**src/x86_byte_stream_instruction_decoder_defines.svh**
```systemverilog
// assertion macros for the x86 byte stream decoder
`ifndef X86_BYTE_STREAM_INSTRUCTION_DECODER_DEFINES_SVH
`define X86_BYTE_STREAM_INSTRUCTION_DECODER_DEFINES_SVH

// condition must hold in the same cycle as the trigger
`define X86BD_ASSERT_NOW(label, trig, cond) \
   label: assert property (@(posedge clock) disable iff (reset) (trig) |-> (cond)) \
      else $error("x86bd same-cycle check failed");

// condition must hold in the cycle after the trigger
`define X86BD_ASSERT_NEXT(label, trig, cond) \
   label: assert property (@(posedge clock) disable iff (reset) (trig) |=> (cond)) \
      else $error("x86bd next-cycle check failed");

`endif

```
**src/x86bd_pkg.sv**
```systemverilog
// shared types, codes and decode helpers for the x86 byte stream decoder
package x86bd_pkg;

   localparam logic [1:0] OP_MOV = 2'd0;
   localparam logic [1:0] OP_ADD = 2'd1;
   localparam logic [1:0] OP_SUB = 2'd2;
   localparam logic [1:0] OP_CMP = 2'd3;

   localparam logic [1:0] DISP_NONE   = 2'd0;
   localparam logic [1:0] DISP_8      = 2'd1;
   localparam logic [1:0] DISP_16     = 2'd2;
   localparam logic [1:0] DISP_DIRECT = 2'd3;

   localparam logic [1:0] MOD_NO_DISP = 2'd0;
   localparam logic [1:0] MOD_DISP8   = 2'd1;
   localparam logic [1:0] MOD_DISP16  = 2'd2;

   localparam logic [2:0] RM_DIRECT = 3'd6;

   localparam logic       STATUS_OK      = 1'b0;
   localparam logic       STATUS_UNKNOWN = 1'b1;
   localparam logic       FORM_IMM       = 1'b0;
   localparam logic       FORM_REGMEM    = 1'b1;

   // opcode groups, keyed on the upper six bits (mov immediate on the upper four)
   localparam logic [3:0] OPC_MOV_IMM = 4'hB;
   localparam logic [5:0] GRP_ADD     = 6'h00;
   localparam logic [5:0] GRP_MOV     = 6'h22;
   localparam logic [5:0] GRP_SUB     = 6'h0A;
   localparam logic [5:0] GRP_CMP     = 6'h0E;

   typedef enum logic [5:0] {
      PH_OPCODE  = 6'b000001,
      PH_IMM_LO  = 6'b000010,
      PH_IMM_HI  = 6'b000100,
      PH_MODRM   = 6'b001000,
      PH_DISP_LO = 6'b010000,
      PH_DISP_HI = 6'b100000
   } phase_type;

   typedef struct packed {
      logic        status;
      logic [1:0]  operation;
      logic        form;
      logic        reg_is_destination;
      logic        wide;
      logic [1:0]  addr_mode;
      logic [2:0]  reg_field;
      logic [2:0]  rm_field;
      logic [1:0]  disp_kind;
      logic [15:0] displacement;
      logic [15:0] immediate;
   } result_type;

   // bit 2 flags a register/memory opcode, bits 1:0 give its operation
   function automatic logic [2:0] regmem_op(input logic [7:0] opc);
      logic [2:0] r;
      unique case (opc[7:2])
         GRP_ADD: r = {1'b1, OP_ADD};
         GRP_MOV: r = {1'b1, OP_MOV};
         GRP_SUB: r = {1'b1, OP_SUB};
         GRP_CMP: r = {1'b1, OP_CMP};
         default: r = 3'b000;
      endcase
      return r;
   endfunction

   function automatic logic [1:0] disp_kind_of(input logic [7:0] modrm);
      logic [1:0] k;
      unique case (modrm[7:6])
         MOD_DISP8:   k = DISP_8;
         MOD_DISP16:  k = DISP_16;
         MOD_NO_DISP: k = (modrm[2:0] == RM_DIRECT) ? DISP_DIRECT : DISP_NONE;
         default:     k = DISP_NONE;
      endcase
      return k;
   endfunction

   function automatic result_type imm_result(input logic [7:0] opc, input logic [15:0] data);
      result_type r;
      r                    = '0;
      r.status             = STATUS_OK;
      r.operation          = OP_MOV;
      r.form               = FORM_IMM;
      r.reg_is_destination = 1'b1;
      r.wide               = opc[3];
      r.reg_field          = opc[2:0];
      r.immediate          = data;
      return r;
   endfunction

   function automatic result_type regmem_result(input logic [7:0] opc, input logic [7:0] modrm,
                                                input logic [1:0] kind, input logic [15:0] disp);
      result_type r;
      logic [2:0] op;
      r                    = '0;
      op                   = regmem_op(opc);
      r.status             = STATUS_OK;
      r.operation          = op[1:0];
      r.form               = FORM_REGMEM;
      r.reg_is_destination = opc[1];
      r.wide               = opc[0];
      r.addr_mode          = modrm[7:6];
      r.reg_field          = modrm[5:3];
      r.rm_field           = modrm[2:0];
      r.disp_kind          = kind;
      r.displacement       = disp;
      return r;
   endfunction

endpackage

```
**src/x86bd_in_stage.sv**
```systemverilog
// input register for the byte stream, stalls upstream while a byte is held back
module x86bd_in_stage (
   input  logic       clock,
   input  logic       reset,
   input  logic       req_valid,
   output logic       req_stall,
   input  logic [7:0] req_byte_in,
   input  logic       consume,
   output logic       byte_valid,
   output logic [7:0] byte_data
);

   logic       valid_ff, valid_in;
   logic [7:0] byte_ff;
   logic       take;

   assign req_stall = valid_ff && !consume;
   assign take      = req_valid && !req_stall;

   always_comb begin
      priority if (take) begin
         valid_in = 1'b1;
      end else if (consume) begin
         valid_in = 1'b0;
      end else begin
         valid_in = valid_ff;
      end
   end

   always_ff @(posedge clock) begin
      if (reset) begin
         valid_ff <= 1'b0;
      end else begin
         valid_ff <= valid_in;
      end
   end

   always_ff @(posedge clock) begin
      if (take) begin
         byte_ff <= req_byte_in;
      end
   end

   assign byte_valid = valid_ff;
   assign byte_data  = byte_ff;

endmodule

```
**src/x86bd_decode.sv**
```systemverilog
// phase machine that walks the instruction bytes and builds the decoded result
module x86bd_decode (
   input  logic                   clock,
   input  logic                   reset,
   input  logic                   consume,
   input  logic [7:0]             byte_data,
   output logic                   emit,
   output x86bd_pkg::result_type  result
);

   x86bd_pkg::phase_type phase_ff, phase_in;
   logic [7:0] opcode_ff, opcode_in;
   logic [7:0] modrm_ff, modrm_in;
   logic [7:0] low_ff, low_in;
   logic [2:0] grp;
   logic [1:0] kind_new, kind_held;

   assign grp       = x86bd_pkg::regmem_op(byte_data);
   assign kind_new  = x86bd_pkg::disp_kind_of(byte_data);
   assign kind_held = x86bd_pkg::disp_kind_of(modrm_ff);

   always_comb begin
      phase_in  = x86bd_pkg::PH_OPCODE;
      opcode_in = opcode_ff;
      modrm_in  = modrm_ff;
      low_in    = low_ff;
      emit      = 1'b0;
      result    = '0;
      unique case (phase_ff)
         x86bd_pkg::PH_IMM_LO: begin
            if (opcode_ff[3]) begin
               low_in   = byte_data;
               phase_in = x86bd_pkg::PH_IMM_HI;
            end else begin
               emit   = 1'b1;
               result = x86bd_pkg::imm_result(opcode_ff, {8'h00, byte_data});
            end
         end
         x86bd_pkg::PH_IMM_HI: begin
            emit   = 1'b1;
            result = x86bd_pkg::imm_result(opcode_ff, {byte_data, low_ff});
         end
         x86bd_pkg::PH_MODRM: begin
            modrm_in = byte_data;
            if (kind_new == x86bd_pkg::DISP_NONE) begin
               emit   = 1'b1;
               result = x86bd_pkg::regmem_result(opcode_ff, byte_data,
                                                 x86bd_pkg::DISP_NONE, 16'h0000);
            end else begin
               phase_in = x86bd_pkg::PH_DISP_LO;
            end
         end
         x86bd_pkg::PH_DISP_LO: begin
            if (kind_held == x86bd_pkg::DISP_8) begin
               emit   = 1'b1;
               result = x86bd_pkg::regmem_result(opcode_ff, modrm_ff,
                                                 x86bd_pkg::DISP_8, {8'h00, byte_data});
            end else begin
               low_in   = byte_data;
               phase_in = x86bd_pkg::PH_DISP_HI;
            end
         end
         x86bd_pkg::PH_DISP_HI: begin
            emit   = 1'b1;
            result = x86bd_pkg::regmem_result(opcode_ff, modrm_ff, kind_held,
                                              {byte_data, low_ff});
         end
         default: begin
            // opcode byte
            priority if (byte_data[7:4] == x86bd_pkg::OPC_MOV_IMM) begin
               opcode_in = byte_data;
               phase_in  = x86bd_pkg::PH_IMM_LO;
            end else if (grp[2]) begin
               opcode_in = byte_data;
               phase_in  = x86bd_pkg::PH_MODRM;
            end else begin
               emit          = 1'b1;
               result.status = x86bd_pkg::STATUS_UNKNOWN;
            end
         end
      endcase
   end

   always_ff @(posedge clock) begin
      if (reset) begin
         phase_ff <= x86bd_pkg::PH_OPCODE;
      end else if (consume) begin
         phase_ff <= phase_in;
      end
   end

   always_ff @(posedge clock) begin
      if (consume) begin
         opcode_ff <= opcode_in;
         modrm_ff  <= modrm_in;
         low_ff    <= low_in;
      end
   end

endmodule

```
**src/x86bd_out_stage.sv**
```systemverilog
// result register that holds a decoded word until downstream takes it
module x86bd_out_stage (
   input  logic                  clock,
   input  logic                  reset,
   input  logic                  load,
   input  x86bd_pkg::result_type result,
   output logic                  free,
   output logic                  rsp_valid,
   input  logic                  rsp_stall,
   output x86bd_pkg::result_type rsp
);

   logic                  valid_ff, valid_in;
   x86bd_pkg::result_type rsp_ff;

   assign free = !valid_ff || !rsp_stall;

   always_comb begin
      priority if (load) begin
         valid_in = 1'b1;
      end else if (valid_ff && !rsp_stall) begin
         valid_in = 1'b0;
      end else begin
         valid_in = valid_ff;
      end
   end

   always_ff @(posedge clock) begin
      if (reset) begin
         valid_ff <= 1'b0;
      end else begin
         valid_ff <= valid_in;
      end
   end

   always_ff @(posedge clock) begin
      if (load) begin
         rsp_ff <= result;
      end
   end

   assign rsp_valid = valid_ff;
   assign rsp       = rsp_ff;

endmodule

```
**src/x86_byte_stream_instruction_decoder.sv**
```systemverilog
// top level of the x86 byte stream instruction decoder
// Decodes a 16-bit x86 byte stream, one byte per accepted word, for mov immediate to
// register and add/mov/sub/cmp register-memory with register. Each byte is registered
// in the input stage and then passes the phase machine; the result of the instruction's
// last byte is registered in the output stage before it appears on the rsp side. A new
// byte is taken every cycle; only a stalled result register holds back a byte that
// would produce another result. An unknown opcode byte gives a result with status set
// and all other fields zero, and decoding resumes with the next byte as an opcode.
`include "x86_byte_stream_instruction_decoder_defines.svh"

module x86_byte_stream_instruction_decoder (
   input  logic        clock,
   input  logic        reset,
   input  logic        req_valid,
   output logic        req_stall,
   input  logic [7:0]  req_byte_in,
   output logic        rsp_valid,
   input  logic        rsp_stall,
   output logic        rsp_status,
   output logic [1:0]  rsp_operation,
   output logic        rsp_form,
   output logic        rsp_reg_is_destination,
   output logic        rsp_wide,
   output logic [1:0]  rsp_addr_mode,
   output logic [2:0]  rsp_reg_field,
   output logic [2:0]  rsp_rm_field,
   output logic [1:0]  rsp_disp_kind,
   output logic [15:0] rsp_displacement,
   output logic [15:0] rsp_immediate
);

   logic                  byte_valid;
   logic [7:0]            byte_data;
   logic                  consume;
   logic                  emit;
   logic                  out_free;
   x86bd_pkg::result_type result;
   x86bd_pkg::result_type rsp;
   logic                  unknown_blank;
   logic                  imm_fields_ok;

   // a byte that yields no result can move on even when the output is full
   assign consume = byte_valid && (!emit || out_free);

   x86bd_in_stage u_in (
      .clock       (clock),
      .reset       (reset),
      .req_valid   (req_valid),
      .req_stall   (req_stall),
      .req_byte_in (req_byte_in),
      .consume     (consume),
      .byte_valid  (byte_valid),
      .byte_data   (byte_data)
   );

   x86bd_decode u_decode (
      .clock     (clock),
      .reset     (reset),
      .consume   (consume),
      .byte_data (byte_data),
      .emit      (emit),
      .result    (result)
   );

   x86bd_out_stage u_out (
      .clock     (clock),
      .reset     (reset),
      .load      (consume && emit),
      .result    (result),
      .free      (out_free),
      .rsp_valid (rsp_valid),
      .rsp_stall (rsp_stall),
      .rsp       (rsp)
   );

   assign rsp_status             = rsp.status;
   assign rsp_operation          = rsp.operation;
   assign rsp_form               = rsp.form;
   assign rsp_reg_is_destination = rsp.reg_is_destination;
   assign rsp_wide               = rsp.wide;
   assign rsp_addr_mode          = rsp.addr_mode;
   assign rsp_reg_field          = rsp.reg_field;
   assign rsp_rm_field           = rsp.rm_field;
   assign rsp_disp_kind          = rsp.disp_kind;
   assign rsp_displacement       = rsp.displacement;
   assign rsp_immediate          = rsp.immediate;

   assign unknown_blank = (rsp_operation == x86bd_pkg::OP_MOV)
                          && (rsp_form == x86bd_pkg::FORM_IMM)
                          && (rsp_displacement == 16'h0000)
                          && (rsp_immediate == 16'h0000);
   assign imm_fields_ok = rsp_reg_is_destination
                          && (rsp_disp_kind == x86bd_pkg::DISP_NONE)
                          && (rsp_displacement == 16'h0000);

   `X86BD_ASSERT_NOW(a_stall_only_when_held, req_stall, byte_valid && emit && !out_free)
   `X86BD_ASSERT_NEXT(a_emit_reaches_output, consume && emit, rsp_valid)
   `X86BD_ASSERT_NOW(a_unknown_is_blank, rsp_valid && rsp_status, unknown_blank)
   `X86BD_ASSERT_NOW(a_imm_form_fields, rsp_valid && !rsp_status && !rsp_form, imm_fields_ok)

endmodule

```
**config.mk**
```make
export PLATFORM = sky130hd
export DESIGN_NAME = x86_byte_stream_instruction_decoder
export DESIGN_NICKNAME = d
export VERILOG_FILES = /design/src/x86bd_pkg.sv /design/src/x86bd_in_stage.sv /design/src/x86bd_decode.sv /design/src/x86bd_out_stage.sv /design/src/x86_byte_stream_instruction_decoder.sv
export VERILOG_INCLUDE_DIRS = /design/src /design/src/src
export SDC_FILE = /design/constraint.sdc
export NUM_CORES = 1
export LEC_CHECK = 0
export BUFFER_PORTS_ARGS = -buffer_cell sky130_fd_sc_hd__clkbuf_2
export CAP_MARGIN = 20
export CORE_MARGIN = 2
export CORE_UTILIZATION = 55
export CTS_BUF_LIST = sky130_fd_sc_hd__clkbuf_16
export CTS_CLUSTER_SIZE = 14
export DETAILED_ROUTE_END_ITERATION = 7
export GPL_TIMING_DRIVEN = 1
export PLACE_DENSITY = 0.76
export SLEW_MARGIN = 20
export SYNTH_ARGS = -nofsm -noshare
export SYNTH_HDL_FRONTEND = slang
export SYNTH_SLANG_ARGS = --single-unit
export TNS_END_PERCENT = 20
```
**constraint.sdc**
```tcl
create_clock -name clock -period 5.9 [get_ports clock]
set_input_delay 1.77 -clock clock [delete_from_list [all_inputs] [get_ports clock]]
set_output_delay 1.77 -clock clock [all_outputs]
set_load 0.005 [all_outputs]
```
# [Yosys cells after proc, flatten, opt, wreduce, memory -nomap -nowiden]
# Cells that the tools add are included.
[op_classes] n_shift=0 n_div=0 n_lt_le_gt_ge=0 n_bitwise=1 eq_ne=21 add_sub_neg=0 mul=0 reduce_logical=26 n_mux=32
[ops] cell="$pmux 47 s5" n=1
[ops] cell="$mux 47" n=2
[ops] cell="$mux 44" n=1
[ops] cell="$mux 8" n=4
[ops] cell="$eq 6x4->1 const B" n=5
[ops] cell="$pmux 6 s4" n=1
[ops] cell="$eq 6x6->1 const B" n=3
[ops] cell="$pmux 8 s2" n=1
[ops] cell="$logic_not 6->1" n=2
[ops] cell="$mux 6" n=2
[ops] cell="$pmux 2 s3" n=2
[ops] cell="$pmux 3 s4" n=1
[ops] cell="$mux 1" n=9
[ops] cell="$pmux 1 s4" n=2
[ops] cell="$pmux 2 s4" n=1
[ops] cell="$reduce_bool 2->1" n=4
[ops] cell="$eq 2x1->1 const B" n=3
[ops] cell="$eq 3x3->1 const B" n=2
[ops] cell="$eq 6x2->1 const B" n=1
[ops] cell="$eq 6x3->1 const B" n=1
[ops] cell="$eq 6x5->1 const B" n=1
[ops] cell="$logic_not 2->1" n=3
[ops] cell="$logic_and 1x1->1" n=5
[ops] cell="$logic_not 1->1" n=5
[ops] cell="15 further kinds" n=18
[word_totals] wordCells=98 latchBits=0 memories=0 regBits=88 mem_bits_ro=0 out_inout_bits=50 ramBits=0 inputBits=12

# [Longest topological paths before layout]
[logic_depth] depth_word=14 mapped_depth=7 mapped_depth_nobuf=6

# [By module]
# From an unflattened synthesis, not the netlist that was laid out.
[unflattened] hier_cells=229 area_unflattened_um2=3529.6
[modules_own_cells] module="x86bd_decode" area_per_inst_um2=1746.7 cells_per_inst=162 instances=1
[modules_own_cells] module="x86bd_out_stage" area_per_inst_um2=1473.9 cells_per_inst=52 instances=1
[modules_own_cells] module="x86bd_in_stage" area_per_inst_um2=290.3 cells_per_inst=12 instances=1
[modules_own_cells] module="x86_byte_stream_instruction_decoder" area_per_inst_um2=18.8 cells_per_inst=3 instances=1

# [Worst setup path after synthesis]
# Ideal clock, no wire load.
[synth_timing] kind="in2reg" from="input rsp_stall" to="register u_out.rsp_ff, in the netlist u_out.rsp[0] (enable)" n_path_buf=0 setup_time_ns=0.469 path_slack_ns=1.293 required_time_ns=5.431 path_stages=1 arrival_ns=4.138 path_cell_list="a21oi_1"
[synth_between] elab_chain_len=5
[synth_rtl] element="start: declaration" line_no="x86_byte_stream_instruction_decoder.sv:18" source="input logic rsp_stall,"
[synth_rtl] element="$logic_not 1->1" line_no="x86bd_out_stage.sv:16" source="assign free = !valid_ff || !rsp_stall;"
[synth_rtl] element="$logic_or 1x1->1" line_no="x86bd_out_stage.sv:16"
[synth_rtl] element="$logic_or 1x1->1" line_no="x86_byte_stream_instruction_decoder.sv:43" source="assign consume = byte_valid && (!emit || out_free);"
[synth_rtl] element="$logic_and 1x1->1" line_no="x86_byte_stream_instruction_decoder.sv:43"
[synth_rtl] element="$logic_and 1x1->1" line_no="x86_byte_stream_instruction_decoder.sv:68" source=".load (consume && emit),"
[synth_rtl] element="end signal: assignment" line_no="x86bd_out_stage.sv:38" source="rsp_ff <= result;"
[synth_rtl] element="end: declaration" line_no="x86bd_out_stage.sv:14" source="x86bd_pkg::result_type rsp_ff;"
# Every way passes these cells.
# A chain may end at the register's enable or synchronous reset.

# [Worst setup path in the final report]
[layout_timing] from="register u_in.byte_ff[3] (netlist: u_in.byte_data[3])" to="output req_stall"
[layout_between] elab_chain_len=10
[layout_rtl] element="start: declaration" line_no="x86bd_in_stage.sv:14" source="logic [7:0] byte_ff;"
[layout_rtl] element="start signal: assignment" line_no="x86bd_in_stage.sv:40" source="byte_ff <= req_byte_in;"
[layout_rtl] element="$eq 6x4->1 (tied with other cells)" line_no="x86bd_pkg.sv:58" source="unique case (opc[7:2])"
[layout_rtl] element="$pmux 3 s4 (*)" line_no="x86bd_pkg.sv:58"
[layout_rtl] element="$mux 1 (*)" line_no="x86bd_decode.sv:73" source="end else if (grp[2]) begin"
[layout_rtl] element="$mux 1 (*)" line_no="x86bd_decode.sv:70" source="priority if (byte_data[7:4] == x86bd_pkg::OPC_MOV_IMM) begin"
[layout_rtl] element="$pmux 1 s4 (*)" line_no="x86bd_decode.sv:29" source="unique case (phase_ff)"
[layout_rtl] element="$logic_not 1->1 (*)" line_no="x86_byte_stream_instruction_decoder.sv:43"
[layout_rtl] element="$logic_or 1x1->1 (*)" line_no="x86_byte_stream_instruction_decoder.sv:43"
[layout_rtl] element="$logic_and 1x1->1 (*)" line_no="x86_byte_stream_instruction_decoder.sv:43"
[layout_rtl] element="$logic_not 1->1 (*)" line_no="x86bd_in_stage.sv:17" source="assign req_stall = valid_ff && !consume;"
[layout_rtl] element="$logic_and 1x1->1 (*)" line_no="x86bd_in_stage.sv:17"
[layout_rtl] element="end: declaration" line_no="x86_byte_stream_instruction_decoder.sv:15" source="output logic req_stall,"
# Mark *: on every way between the ends. The rest lies on a longest branch, timed or not.

==> impl_metrics.ini <==
[cts]
cts.sinks = 88
cts_root_buf = clkbuf_16
postCtsSetupRepairBufs = 0
clockBufferDepth = 2
h-tree-depth = 3
cts_hold_buffers = 0
clk-insertion-delay-late_ns = 0.33
cts_tree = yes
clk_pin_slew_ns = 0.06
cts_buffers = 9
cts_resized = 0

[pwr]
clkPwrFrac_pct = 44.2
ir_drop_uv = 226.6
power_density_mw_per_mm2 = 315.9
comb_power_share_pct = 3.6
p_switching_uw = 278.4
p_leak_uw = 0.001668
cellInternalPower_uw = 1090
power.share.switching_pct = 20.34
pwr-share-seq_pct = 52.3

[synth]
post_synth_most_frequent_cells = 80 x edfxtp_1, 17 x a22o_1, 10 x and2_1, 9 x nand2_1, 9 x nor2_1
netlist.area_leader.share_pct = 65.98
netlist_area_mm2 = 0.003641
synth_largest_area_cell = edfxtp_1
ys_seq_area_share_pct = 70.38
synth.avg_cell_area_um2 = 16.04
synth_seq_cells = 88
yosys-top-cells-area = edfxtp_1 66%, dfxtp_1 4.4%, a22o_1 4.1%, o41ai_2 2.2%, and2_1 1.7%
syn_inst = 227
async_flop_share_pct = 0
syn_nets = 239
ys_types = 58
synth_edf_count = 80
ys.flop_type = edfxtp_1
synth_most_common_cell = edfxtp_1
yosys_warnings = 0

[setup_path]
r2r_start = u_in.byte_data[6]
crit_required_ns = 4.13
critical_path.startpoint = u_in.byte_data[3]
critical_path_class = reg2out
critical_path_arrival_ns = 2.62
worstPathMaxFanout = 11
worstSetupEndpointType = output port
start_kind = flop

[min_path]
hold_path.class = reg2reg
min_from = u_decode.phase_ff[1]

[sta]
finalHoldViolations = 0
tns_ns = 0
finalSetupViolations = 0
relSlewSlack_pct = 28.83
worst_pin_slew_ns = 1.065
period_share_pct = 74.38
finalMaxSlewViolations = 0
skew_ns = 0.006559
period_needed_ns = 4.388
rsz0062_at_grt = no
max_freq_mhz = 227.9

[drt]
drt_iter0_drc = 255
wl_met2_um = 3628
vias = 2262
wl_met3_um = 510
drtAntennaViolNets = 0
drt-vias-per-instance = 6.064
highest_layer = met4
wl_per_cell_um = 19.45
wl_met1_um = 2973
dr.pass1.iters = 5
drc = 0
finalWirelength_um = 7253

[layout]
stdcell_count = 373
diodes = 0
area_growth_pct = 18.97
design_area_mm2 = 0.004332
fin_nets = 303
drive_gt1_share_pct = 36.82

[floorplan]
io_pins = 62
start_util_pct = 57.01
die_h_um = 85.37
coreArea_mm2 = 0.006386
die_area_mm2 = 0.007287
rows = 29
die_w_um = 85.37

[placement]
port_buffers = 61
place_hpwl_um = 4765
gp_congestion = 0.8446
place_inst = 357
dpl_cell_area_mm2 = 0.004006

[global_routing]
groute.usage.overall_pct = 21.36
antenna_found_initial = 0
grt_pass1_wl_um = 11640
grt_pass1_vias = 2193
grt_max_degree = 38
grt.overflow.total = 0

[job]
max_cap_viol_count = 0

[run_status]
status = finished clean
[per-stage QoR]
step                      power [µW]  utilization, %  hold slack, ns  setup slack [ns]
after global placement         775.6           62.74          0.5353             1.893
final                           1368           67.83          0.5657             1.512
after CTS                       1374           67.75          0.5628             1.528
after global routing            1409           67.83          0.5750             1.394
after detailed placement       777.5           62.74          0.5509             1.856
after floorplan                751.4               -          0.4579             1.293
[flip-flops by register name, indices dropped and copies added (netlist names)]
register,flops
u_decode.phase_ff,6
u_out.rsp_valid,1
u_decode.low_ff,8
u_in.byte_data,8
u_out.rsp,48
u_decode.opcode_ff,8
u_decode.modrm_ff,8
u_in.byte_valid,1
[power by group through the flow]
| stage | registers, µW | logic [µW] | clock network [µW] |
|---|---|---|---|
| final | 715 | 48.9 | 604 |
| after global routing | 718 | 53.7 | 638 |
| after floorplan | 725 | 26.8 | 0 |
| after global placement | 728 | 47.9 | 0 |
| after detailed placement | 729 | 48.9 | 0 |
| after CTS | 715 | 49.3 | 609 |
[critical path: stages, from the launching register on]
cell,delay [ns]
edfxtp_1,0.53
or4_1,0.59
a31o_2,0.23
a21oi_2,0.24
nor2_2,0.09
o31ai_4,0.40
nor2_1,0.09
clkbuf_2,0.12
[cell families (layout without fill, tap and decap cells)]
group / Yosys count / in the layout / share of synthesized area [%]
and+or+nand+nor: 72 / 72 / 13.54
buffers and inverters: 17 / 86 / 2.646
AOI/OAI and AO/OA: 48 / 48 / 12.96
DFF: 88 / 88 / 70.38
xor gates and xnor gates: 2 / 2 / 0.4812
[worst paths after layout]
kind / slack [ns] / endpoint / cells after the start
worst max-delay path: 1.51 / req_stall / 7
worst min-delay path: 0.57 / u_decode.phase_ff[1] / 2
worst max register to register: 2.63 / u_decode.low_ff[1] / 6
worst min register to register: 0.57 / u_decode.phase_ff[1] / 2
[area by class of cell]
| type | instances | area (µm²) |
|---|---|---|
| Clock buffer | 9 | 225.2 |
| Timing Repair Buffer | 65 | 335.3 |
| Fill cell | 444 | 2054 |
| Tap cell | 77 | 96.34 |
| Multi-Input combinational cell | 122 | 998.5 |
| Sequential cell | 88 | 2562 |
| Inverter | 5 | 18.77 |
| Clock inverter | 7 | 95.09 |
[routing by layer]
metal | up-vias | track usage [%]
met1 | 1108 | 28.43
met5 | - | 0
met4 | 0 | 8.802
li1 | 1037 | -
met3 | 13 | 5.253
met2 | 104 | 33.88
[placed cells by master, fill, tap and decap left out, drive strengths merged, types with 6 or more instances in the layout]
master / n
inv: 6
a22o: 20
dfxtp: 8
clkbuf: 70
nor4: 6
edfxtp: 80
nand2: 9
and3: 8
and2: 11
nor2: 11
No activity file was read; power rests on OpenSTA's default activity.
